File: config.mk
export PLATFORM = sky130hd
export DESIGN_NAME = sorted_priority_queue_top
export DESIGN_NICKNAME = d
export VERILOG_FILES = /design/src/rtl/core/spq_pkg.sv /design/src/rtl/core/spq_cell.sv /design/src/rtl/core/sorted_priority_queue_top.sv
export SDC_FILE = /design/constraint.sdc
export NUM_CORES = 2
export LEC_CHECK = 0
export ABC_CLOCK_PERIOD_IN_PS = 6150
export BUFFER_PORTS_ARGS = -buffer_cell sky130_fd_sc_hd__buf_4
export CORE_MARGIN = 2
export CORE_UTILIZATION = 64
export DETAILED_ROUTE_END_ITERATION = 12
export GPL_ROUTABILITY_DRIVEN = 0
export GPL_TIMING_DRIVEN = 0
export HOLD_SLACK_MARGIN = 0.15
export PLACE_DENSITY = 0.84
export SETUP_SLACK_MARGIN = 0.5
export SLEW_MARGIN = 20
export SYNTH_ARGS = -nofsm -noshare
export SYNTH_HDL_FRONTEND = slang
export SYNTH_SLANG_ARGS = --single-unit
File: constraint.sdc
create_clock -name i_clk -period 6.15 [get_ports i_clk]
set_input_delay 1.23 -clock i_clk [delete_from_list [all_inputs] [get_ports i_clk]]
set_output_delay 1.23 -clock i_clk [all_outputs]
set_load 0.1 [all_outputs]
File: src/rtl/core/spq_pkg.sv
package spq_pkg;

    // Default sizes of the queue.
    localparam int DEPTH_DEF    = 16;
    localparam int PRI_BITS_DEF = 8;
    localparam int TAG_BITS_DEF = 32;

    // Operation carried by an input beat.
    typedef enum logic {
        FUNC_ENQ = 1'b0,
        FUNC_DEQ = 1'b1
    } t_func;

    // Status returned with every result beat.
    typedef enum logic [1:0] {
        ST_OK    = 2'd0,
        ST_FULL  = 2'd1,
        ST_EMPTY = 2'd2
    } t_status;

    // Operation broadcast to every cell of the chain at once.
    typedef struct packed {
        logic enq;
        logic deq;
    } t_cell_ctrl;

    // Where a cell stands relative to the live entries.
    typedef struct packed {
        logic occ;   // the cell holds a live entry
        logic tail;  // the cell is the first free slot
    } t_cell_pos;

endpackage

File: src/rtl/core/spq_cell.sv
module spq_cell #(
    parameter int TAG_BITS = spq_pkg::TAG_BITS_DEF,
    parameter int PRI_BITS = spq_pkg::PRI_BITS_DEF
) (
    input  logic                  i_clk,
    input  spq_pkg::t_cell_ctrl   i_ctrl,
    input  spq_pkg::t_cell_pos    i_pos,
    input  logic [TAG_BITS-1:0]   i_new_tag,
    input  logic [PRI_BITS-1:0]   i_new_pri,
    input  logic                  i_prev_shift,
    input  logic [TAG_BITS-1:0]   i_prev_tag,
    input  logic [PRI_BITS-1:0]   i_prev_pri,
    input  logic [TAG_BITS-1:0]   i_next_tag,
    input  logic [PRI_BITS-1:0]   i_next_pri,
    output logic                  o_greater,
    output logic [TAG_BITS-1:0]   o_tag,
    output logic [PRI_BITS-1:0]   o_pri
);

    logic [TAG_BITS-1:0] r_tag;
    logic [PRI_BITS-1:0] r_pri;
    logic [TAG_BITS-1:0] n_tag;
    logic [PRI_BITS-1:0] n_pri;

    // A live entry strictly greater than the newcomer moves back one slot;
    // equal values stay ahead, which keeps arrival order among equals.
    assign o_greater = i_pos.occ && (r_pri > i_new_pri);

    always_comb begin
        n_tag = r_tag;
        n_pri = r_pri;
        if (i_ctrl.enq) begin
            if (i_prev_shift) begin
                n_tag = i_prev_tag;
                n_pri = i_prev_pri;
            end else if (o_greater || i_pos.tail) begin
                n_tag = i_new_tag;
                n_pri = i_new_pri;
            end
        end else if (i_ctrl.deq) begin
            n_tag = i_next_tag;
            n_pri = i_next_pri;
        end
    end

    always_ff @(posedge i_clk) begin
        r_tag <= n_tag;
        r_pri <= n_pri;
    end

    assign o_tag = r_tag;
    assign o_pri = r_pri;

endmodule

File: src/rtl/core/sorted_priority_queue_top.sv
// Sorted priority queue of up to DEPTH entries, each a tag and a priority.
// Input channel: i_in_valid / o_in_stall carry one beat with i_func
// (enqueue or dequeue), i_entry_tag and i_entry_priority. A beat is taken
// at a rising edge with i_in_valid high and o_in_stall low.
// Output channel: o_out_valid / i_out_stall carry one result beat per input
// beat: o_status (ok, full, empty), o_served_tag and o_served_priority (the
// removed entry on a successful dequeue, else zero) and o_occupancy.
// The result is registered at the edge that takes the beat. Throughput is
// one beat per cycle while the receiver does not stall, set by the cell
// chain, where every cell compares its priority with the newcomer in
// parallel and takes data from a neighbor in the same cycle.
// When the receiver stalls, the result register holds its beat and
// o_in_stall rises, so no further beat enters until the result is taken.
// Reset (synchronous, active low) empties the queue and drops any pending
// result; no clearing pass is needed because only live slots are read.
module sorted_priority_queue_top #(
    parameter int DEPTH    = spq_pkg::DEPTH_DEF,
    parameter int PRI_BITS = spq_pkg::PRI_BITS_DEF,
    parameter int TAG_BITS = spq_pkg::TAG_BITS_DEF,
    localparam int CNT_W   = $clog2(DEPTH + 1)
) (
    input  logic                i_clk,
    input  logic                i_rst_n,
    input  logic                i_in_valid,
    output logic                o_in_stall,
    input  logic                i_func,
    input  logic [TAG_BITS-1:0] i_entry_tag,
    input  logic [PRI_BITS-1:0] i_entry_priority,
    output logic                o_out_valid,
    input  logic                i_out_stall,
    output logic [1:0]          o_status,
    output logic [TAG_BITS-1:0] o_served_tag,
    output logic [PRI_BITS-1:0] o_served_priority,
    output logic [CNT_W-1:0]    o_occupancy
);

    logic [CNT_W-1:0]    r_count;
    logic [CNT_W-1:0]    n_count;
    logic                r_out_valid;
    logic                n_out_valid;
    spq_pkg::t_status    r_status;
    spq_pkg::t_status    n_status;
    logic [TAG_BITS-1:0] r_tag;
    logic [TAG_BITS-1:0] n_tag;
    logic [PRI_BITS-1:0] r_pri;
    logic [PRI_BITS-1:0] n_pri;

    logic                accept;
    logic                is_deq;
    logic                full;
    logic                empty;
    spq_pkg::t_cell_ctrl ctrl;

    logic [DEPTH-1:0]    greater;
    logic [TAG_BITS-1:0] cell_tag [DEPTH];
    logic [PRI_BITS-1:0] cell_pri [DEPTH];

    // The input side waits only while a finished result is held back.
    assign o_in_stall = r_out_valid && i_out_stall;
    assign accept     = i_in_valid && !o_in_stall;
    assign is_deq     = (i_func == spq_pkg::FUNC_DEQ);
    assign full       = (r_count == CNT_W'(DEPTH));
    assign empty      = (r_count == '0);

    // A dropped enqueue or an empty dequeue leaves the chain untouched.
    assign ctrl.enq = accept && !is_deq && !full;
    assign ctrl.deq = accept && is_deq && !empty;

    // Cell 0 is the front of the queue. On enqueue each cell either keeps
    // its entry, takes the newcomer, or takes its front neighbor's entry;
    // on dequeue every cell takes its back neighbor's entry.
    for (genvar k = 0; k < DEPTH; k++) begin : g_cell
        spq_pkg::t_cell_pos  pos;
        logic                prev_shift;
        logic [TAG_BITS-1:0] prev_tag;
        logic [PRI_BITS-1:0] prev_pri;
        logic [TAG_BITS-1:0] next_tag;
        logic [PRI_BITS-1:0] next_pri;

        assign pos.occ  = (CNT_W'(k) < r_count);
        assign pos.tail = (CNT_W'(k) == r_count);

        if (k == 0) begin : g_front
            assign prev_shift = 1'b0;
            assign prev_tag   = '0;
            assign prev_pri   = '0;
        end else begin : g_mid
            assign prev_shift = greater[k-1];
            assign prev_tag   = cell_tag[k-1];
            assign prev_pri   = cell_pri[k-1];
        end

        if (k == DEPTH - 1) begin : g_back
            assign next_tag = '0;
            assign next_pri = '0;
        end else begin : g_inner
            assign next_tag = cell_tag[k+1];
            assign next_pri = cell_pri[k+1];
        end

        spq_cell #(
            .TAG_BITS (TAG_BITS),
            .PRI_BITS (PRI_BITS)
        ) u_cell (
            .i_clk        (i_clk),
            .i_ctrl       (ctrl),
            .i_pos        (pos),
            .i_new_tag    (i_entry_tag),
            .i_new_pri    (i_entry_priority),
            .i_prev_shift (prev_shift),
            .i_prev_tag   (prev_tag),
            .i_prev_pri   (prev_pri),
            .i_next_tag   (next_tag),
            .i_next_pri   (next_pri),
            .o_greater    (greater[k]),
            .o_tag        (cell_tag[k]),
            .o_pri        (cell_pri[k])
        );
    end

    // Count update and the result register.
    always_comb begin
        n_count     = r_count;
        n_out_valid = r_out_valid && i_out_stall;
        n_status    = r_status;
        n_tag       = r_tag;
        n_pri       = r_pri;
        if (ctrl.enq) begin
            n_count = r_count + CNT_W'(1);
        end else if (ctrl.deq) begin
            n_count = r_count - CNT_W'(1);
        end
        if (accept) begin
            n_out_valid = 1'b1;
            n_tag       = '0;
            n_pri       = '0;
            if (ctrl.enq || ctrl.deq) begin
                n_status = spq_pkg::ST_OK;
            end else if (is_deq) begin
                n_status = spq_pkg::ST_EMPTY;
            end else begin
                n_status = spq_pkg::ST_FULL;
            end
            if (ctrl.deq) begin
                n_tag = cell_tag[0];
                n_pri = cell_pri[0];
            end
        end
    end

    always_ff @(posedge i_clk) begin
        if (!i_rst_n) begin
            r_count     <= '0;
            r_out_valid <= 1'b0;
        end else begin
            r_count     <= n_count;
            r_out_valid <= n_out_valid;
        end
        r_status <= n_status;
        r_tag    <= n_tag;
        r_pri    <= n_pri;
    end

    assign o_out_valid       = r_out_valid;
    assign o_status          = r_status;
    assign o_served_tag      = r_tag;
    assign o_served_priority = r_pri;
    // The count register already holds the occupancy after the held beat,
    // since no beat enters while a result waits.
    assign o_occupancy       = r_count;

`ifndef ASSERT_OFF
    a_count_bound: assert property (@(posedge i_clk) disable iff (!i_rst_n)
        r_count <= CNT_W'(DEPTH))
        else $error("queue count exceeds capacity");

    a_empty_status: assert property (@(posedge i_clk) disable iff (!i_rst_n)
        accept && is_deq && empty |=> r_status == spq_pkg::ST_EMPTY && r_count == '0)
        else $error("dequeue from empty queue not reported as empty");

    a_full_drop: assert property (@(posedge i_clk) disable iff (!i_rst_n)
        accept && !is_deq && full |=> r_status == spq_pkg::ST_FULL && $stable(r_count))
        else $error("enqueue into full queue not dropped");

    a_front_sorted: assert property (@(posedge i_clk) disable iff (!i_rst_n)
        r_count >= CNT_W'(2) |-> cell_pri[0] <= cell_pri[1])
        else $error("front entries out of priority order");

    a_served_front: assert property (@(posedge i_clk) disable iff (!i_rst_n)
        ctrl.deq |=> r_tag == $past(cell_tag[0]) && r_pri == $past(cell_pri[0]))
        else $error("dequeue did not return the front entry");
`endif

endmodule

== Yosys cells after proc, flatten, opt, wreduce, memory -nomap -nowiden ==
Cells that the tools add are included.

* Register bits: 688
* Input port bits: 45
* Logic and storage cells: 294

* Add/subtract/negate cells: 2
* $lt $le $gt $ge: 32
* Equality and inequality tests: 32
* Mux-type cells: 130
* Reduce and logical (&&, ||, !) cells: 61

{| class="wikitable"
|+ Operator list
! operator !! count
|-
| 2-to-1 mux 32 bit || 63
|-
| 2-to-1 mux 8 bit || 63
|-
| > comparator 8 bit || 16
|-
| != test 3 x 1 -> 1 bit (second input constant) || 15
|-
| == test 4 x 5 -> 1 bit (first input constant) || 8
|-
| less-than comparator 4 x 5 -> 1 bit (first input constant) || 8
|-
| AND reduction 2 bit || 16
|-
| logical AND 1 bit || 22
|-
| == test 3 x 5 -> 1 bit (first input constant) || 4
|-
| less-than comparator 3 x 5 -> 1 bit (first input constant) || 4
|-
| logical OR 1 bit || 17
|-
| == test 2 x 5 -> 1 bit (first input constant) || 2
|-
| less-than comparator 1 x 5 -> 1 bit (first input constant) || 2
|-
| less-than comparator 2 x 5 -> 1 bit (first input constant) || 2
|-
| 2-to-1 mux 5 bit || 2
|-
| adder 5 x 1 -> 5 bit (second input constant) || 1
|-
| == test 1 x 5 -> 1 bit (first input constant) || 1
|-
| == test 5 bit (second input constant) || 1
|-
| logical NOT 5 bit || 1
|-
| subtractor 5 x 1 -> 5 bit (second input constant) || 1
|-
| logical NOT 1 bit || 4
|-
| 2-to-1 mux 2 bit || 1
|-
| != test 2 x 1 -> 1 bit (second input constant) || 1
|-
| nonzero test 2 bit || 1
|-
| 2-to-1 mux 1 bit || 1
|}

== Longest topological paths before layout ==
* Word-level depth: 7
* Mapped depth: 10

== By module ==
Synthesis repeated with hierarchy kept, for this count alone.

* Cells, all modules: 3530
* Area, all modules: 39156.3 um2

{| class="wikitable"
|+ By module, submodules not included
! module !! times used !! cells each !! area each (um2) !! seq. area each (um2)
|-
| spq_cell (g_cell[0].u_cell ...) || 9 || 208 || 2306.0 || 1201.2
|-
| spq_cell (g_cell[3].u_cell ...) || 7 || 208 || 2298.5 || 1201.2
|-
| sorted_priority_queue_top || 1 || 202 || 2313.5 || 1381.3
|}

== Least setup slack after synthesis ==
OpenSTA, ideal clock, no wires.

* Path kind: input-to-reg
* Start point: input i_entry_priority[3]
* End point: register g_cell[10].u_cell.r_pri[0], enable pin
* Setup time: 0.460 ns
* Arrival: 5.160 ns
* Path slack: 0.530 ns
* Stages on the path: 8
* Path through: inv_1 > ha_1 > and4_1 > a221oi_1 > o31a_1 > clkbuf_1 > nand2_1 > a41oi_1

* Longest elaborated chain between the ends: 5
* Elaborated cells on any way between the ends: 7

{| class="wikitable"
|+ Ends and longest elaborated chain
! element !! line !! source
|-
| start: declaration || sorted_priority_queue_top.sv:28 || <nowiki>input logic [PRI_BITS-1:0] i_entry_priority,</nowiki>
|-
| > comparator 8 bit || spq_cell.sv:27 || <nowiki>assign o_greater = i_pos.occ && (r_pri > i_new_pri);</nowiki>
|-
| logical AND 1 bit || spq_cell.sv:27 ||
|-
| logical OR 1 bit || spq_cell.sv:36 || <nowiki>end else if (o_greater || i_pos.tail) begin</nowiki>
|-
| != test 3 x 1 -> 1 bit (no source line) (*) || - ||
|-
| AND reduction 2 bit (no source line) (*) || - ||
|-
| end signal: assignment || spq_cell.sv:48 || <nowiki>r_pri <= n_pri;</nowiki>
|-
| end: declaration || spq_cell.sv:21 || <nowiki>logic [PRI_BITS-1:0] r_pri;</nowiki>
|}

Every way passes the cells marked *; elsewhere a longest branch is shown, timed or not.
A chain may end at the register's enable or synchronous reset.

== Final worst setup path ==
* Start point: input i_entry_priority[7]
* End point: register g_cell[14].u_cell.r_tag[14], enable pin

* Longest elaborated chain between the ends: 5
* Elaborated cells on any way between the ends: 7

{| class="wikitable"
|+ Ends and longest elaborated chain
! element !! line !! source
|-
| > comparator 8 bit || spq_cell.sv:27 ||
|-
| logical AND 1 bit || spq_cell.sv:27 ||
|-
| logical OR 1 bit || spq_cell.sv:36 ||
|-
| != test 3 x 1 -> 1 bit (no source line) (*) || - ||
|-
| AND reduction 2 bit (no source line) (*) || - ||
|-
| end signal: assignment || spq_cell.sv:47 || <nowiki>r_tag <= n_tag;</nowiki>
|-
| end: declaration || spq_cell.sv:20 || <nowiki>logic [TAG_BITS-1:0] r_tag;</nowiki>
|}

Marks and branches as above.

==> results.md <==
* P_int at 9.72 mW
* TritonCTS clock tree: done
* CTS clk-pin slew, worst paths at 60 ps
* Register area share after synthesis at 0.538
* CP required at 6470 ps
* CP Data Arrival Time at 5610 ps
* Clock tree buffer depth at 3
* Post-Syn Nets at 3731
* Fmax at 189 MHz
* Crit start category: input pin
* Drt initial violations at approximately 5700
* Async set-reset flop share out of synthesis at 0
* Vias per inst at 7.59
* Status: complete, but fails checks
* CTS H-Tree Depth at 3
* # port buffers at 92
* Crit end category: flip-flop
* Final Hold Viols at 0
* Rows at 89
* Switch Pwr at between 5 and 6 mW
* Cells after DPL at 4440
* Dpl ws at 517 ps
* Drt wl/cell at 28.7 um
* CP max stage delay at 820 ps
* Unrepaired setup endpoints after global routing: no
* Switch share at 0.347
* Slew headroom at 0.199
* Largest net degree at the start of global routing at 37
* Root buf cell: clkbuf_16
* Setup violations, final at 0
* Antenna violations before repair at 3
* TritonRoute pass-1 iters at 13
* Syn Area/Cell at 10.8 um2
* Most used DFF post-synth: edfxtp_1
* Vias post-DR at 34700
* Number of global-route vias before repair at 33700
* Initial core utilization at 0.648
* Met1 usage at 0.528
* Max-cap viol count at 0
* Pwr Density at approximately 350 nW/um2
* CTS sink cnt at just under 700
* Post_cts resized at 0
* Post-synth EDFFs at about 700
* Critical path class: in2reg
* Leakage dissipation at 14.6 nW
* Post-synthesis cell count at 3553
* Die X at 249 um
* I/O pin cnt at 94
* DP HPWL at 99400 um
* Final Slew Violations at 0
* Layout Utilization at 0.728
* Met2 Track Usage GR at 0.615
* Core Area at 59100 um2
* Num CTS Buffers at 75
* Finished Layout Cells at 4572
* Share of layout cells above drive strength 1 at 0.101
* Area grow syn2layout at 12.4%
* Postcts setup bufs at 0
* Skew-Pair Late Insertion Delay at 640 ps
* Period Utilization, post-route at 0.860
* Failing checks: design-rule violations
* Final setup margin at 860 ps
* Reg power frac at 0.446
* Min Tclk post-route at roughly 5300 ps
* GRT busiest layer: met2
* DRT Wirelength at 131000 um
* Worst-margin pin slew at 1200 ps
* Number of synthesized register bits at just under 700
* Crit path max fanout at 21
* Clk network pwr share at 0.301
* Crit-path cells: buf_4, inv_1, ha_1, and4_1, a21oi_1, clkbuf_1, o21ai_0, a41oi_4, buf_8
* Setup Skew at 26.9 ps
* Worst path slowest cell: a41oi_4
* Power share of the combinational group at 0.253
* Gr ovfl total at 0
* Residual DRC at 5
* Yosys cell types at 63
* GR Util met3 at 0.112
* All-Layer GR Usage at 0.413
* First-pass GRT wire length at 195000 um
* Die height at approximately 250 um
* Synth Cell Area at 38300 um2
* Total of warnings raised by yosys at 0
* Nets at 3922
* Diodes inserted at 0
* Routed Antenna Nets at 0
* Hold crit path type: reg2reg
* # hold bufs at CTS at 0
* Worst vdd ir at 0.211 mV
* Die area at just over 60000 um2
==> cell usage after synthesis (3+ instances only) <==
| cell type | number | area share |
|---|---|---|
| nand3b_1 | 8 | 0.0016 |
| nand3_1 | 48 | 0.0063 |
| o21ai_0 | 73 | 0.0095 |
| o2111ai_1 | 352 | 0.080 |
| a21o_1 | 3 | 0.00059 |
| a21oi_1 | 81 | 0.011 |
| o21a_1 | 6 | 0.0012 |
| and3b_1 | 5 | 0.0011 |
| o211ai_1 | 650 | 0.13 |
| a41oi_1 | 8 | 0.0018 |
| ha_1 | 133 | 0.043 |
| dfxtp_1 | 6 | 0.0031 |
| edfxtp_1 | 682 | 0.53 |
| clkbuf_1 | 275 | 0.027 |
| a211oi_1 | 15 | 0.0029 |
| or3_1 | 4 | 0.00065 |
| buf_1 | 11 | 0.0011 |
| nor3_1 | 5 | 0.00065 |
| a21boi_1 | 3 | 0.00059 |
| and4_1 | 13 | 0.0030 |
| a221o_1 | 7 | 0.0018 |
| nand2_1 | 688 | 0.067 |
| a31oi_1 | 19 | 0.0031 |
| nand4_1 | 139 | 0.023 |
| and2_1 | 47 | 0.0077 |
| nor2b_1 | 20 | 0.0033 |
| o21ai_1 | 7 | 0.00091 |
| o221ai_1 | 3 | 0.00069 |
| inv_1 | 35 | 0.0034 |
| buf_4 | 12 | 0.0024 |
| buf_2 | 122 | 0.016 |
| xnor2_1 | 3 | 0.00069 |
| nor2_1 | 29 | 0.0028 |
| o21bai_1 | 5 | 0.00098 |
==> layer usage <==
layer | vias up | part of all wire
met3 | 568 | 0.14
met2 | 2954 | 0.43
li1 | 14700 | -
met5 | - | 0.00011
met1 | 16500 | 0.35
met4 | 2 | 0.082
==> worst max-delay path: cells and delay by family <==
| family | cells | cell delay (ps) |
|---|---|---|
| AO/OA/AOI/OAI | 3 | 2080 |
| buffers and inverters | 4 | 1660 |
| adder cells (fa/ha/maj) | 1 | 380 |
| AND/OR/NAND/NOR | 1 | 240 |
==> worst paths after layout <==
check / slack, ps / cells past startpoint / endpoint / from
max reg2reg: 1390 / 10 / g_cell[14].u_cell.o_tag[14] / o_occupancy[1]
min: 550 / 1 / o_served_priority[0] / g_cell[0].u_cell.o_pri[0]
max: 860 / 9 / g_cell[14].u_cell.o_tag[14] / i_entry_priority[7]
min reg2reg: 550 / 1 / o_served_priority[0] / g_cell[0].u_cell.o_pri[0]
==> sequential cells by signal (all words and copies together) (netlist names) <==
| register | cells |
|---|---|
| o_occupancy | 5 |
| g_cell.u_cell.o_tag | 512 |
| o_out_valid | 1 |
| o_served_priority | 8 |
| o_served_tag | 32 |
| o_status | 2 |
| g_cell.u_cell.o_pri | 128 |
==> layout by cell type, fill, tap and decap left out, types with 7 or more instances in the layout <==
cell	instances
nand2_1	688
edfxtp_1	682
o211ai_1	650
o2111ai_1	352
clkbuf_1	284
nand4_1	139
ha_1	133
buf_2	123
buf_4	104
a21oi_1	80
clkbuf_16	77
o21ai_0	73
nand3_1	48
and2_1	47
inv_1	34
nor2_1	29
nor2b_1	20
clkinv_1	19
clkinv_2	18
a211oi_1	14
and4_1	13
buf_16	13
a31oi_1	11
buf_1	11
nand3b_1	8
a31oi_4	8
o21ai_1	7
a221o_1	7
a41oi_4	7
buf_8	7
==> through the flow <==
step	TNS, ps	power, mW	hold WS [ps]	area [um2]
floorplan	0	8.89	514	38300
global placement	-890740	9.98	528	40000
detailed placement	0	10.3	535	40700
CTS	0	14.6	548	43100
global route	0	15.3	561	43100
finish	0	14.9	550	43100
==> layout make-up <==
type	instances	area, um2
well taps	773	967
clock inverters	46	370
fillers	4118	16100
repair buffers	114	1180
clock buffers	86	1960
plain buffers	421	1790
multi-input cells	2409	16100
inverters	35	131
flip-flops and latches	688	20600
==> cells by family after synthesis <==
| family | count (synthesis) | synth area share |
|---|---|---|
| AO/OA/AOI/OAI | 1253 | 0.248 |
| AND/OR/NAND/NOR | 1018 | 0.120 |
| flip-flops | 688 | 0.538 |
| buffers and inverters | 456 | 0.0500 |
| adder cells (fa/ha/maj) | 133 | 0.0434 |
| XOR/XNOR | 4 | 0.000914 |
| multiplexers | 1 | 0.000294 |
==> power by group through the flow <==
stage / registers (mW) / clock network [mW] / logic (mW)
after CTS: 6.61 / 4.43 / 3.60
after floorplan: 6.77 / 0 / 2.12
after detailed placement: 6.70 / 0 / 3.56
final: 6.64 / 4.48 / 3.77
after global routing: 6.67 / 4.61 / 3.99
after global placement: 6.78 / 0 / 3.20
Power figures use the tool's default switching activity.
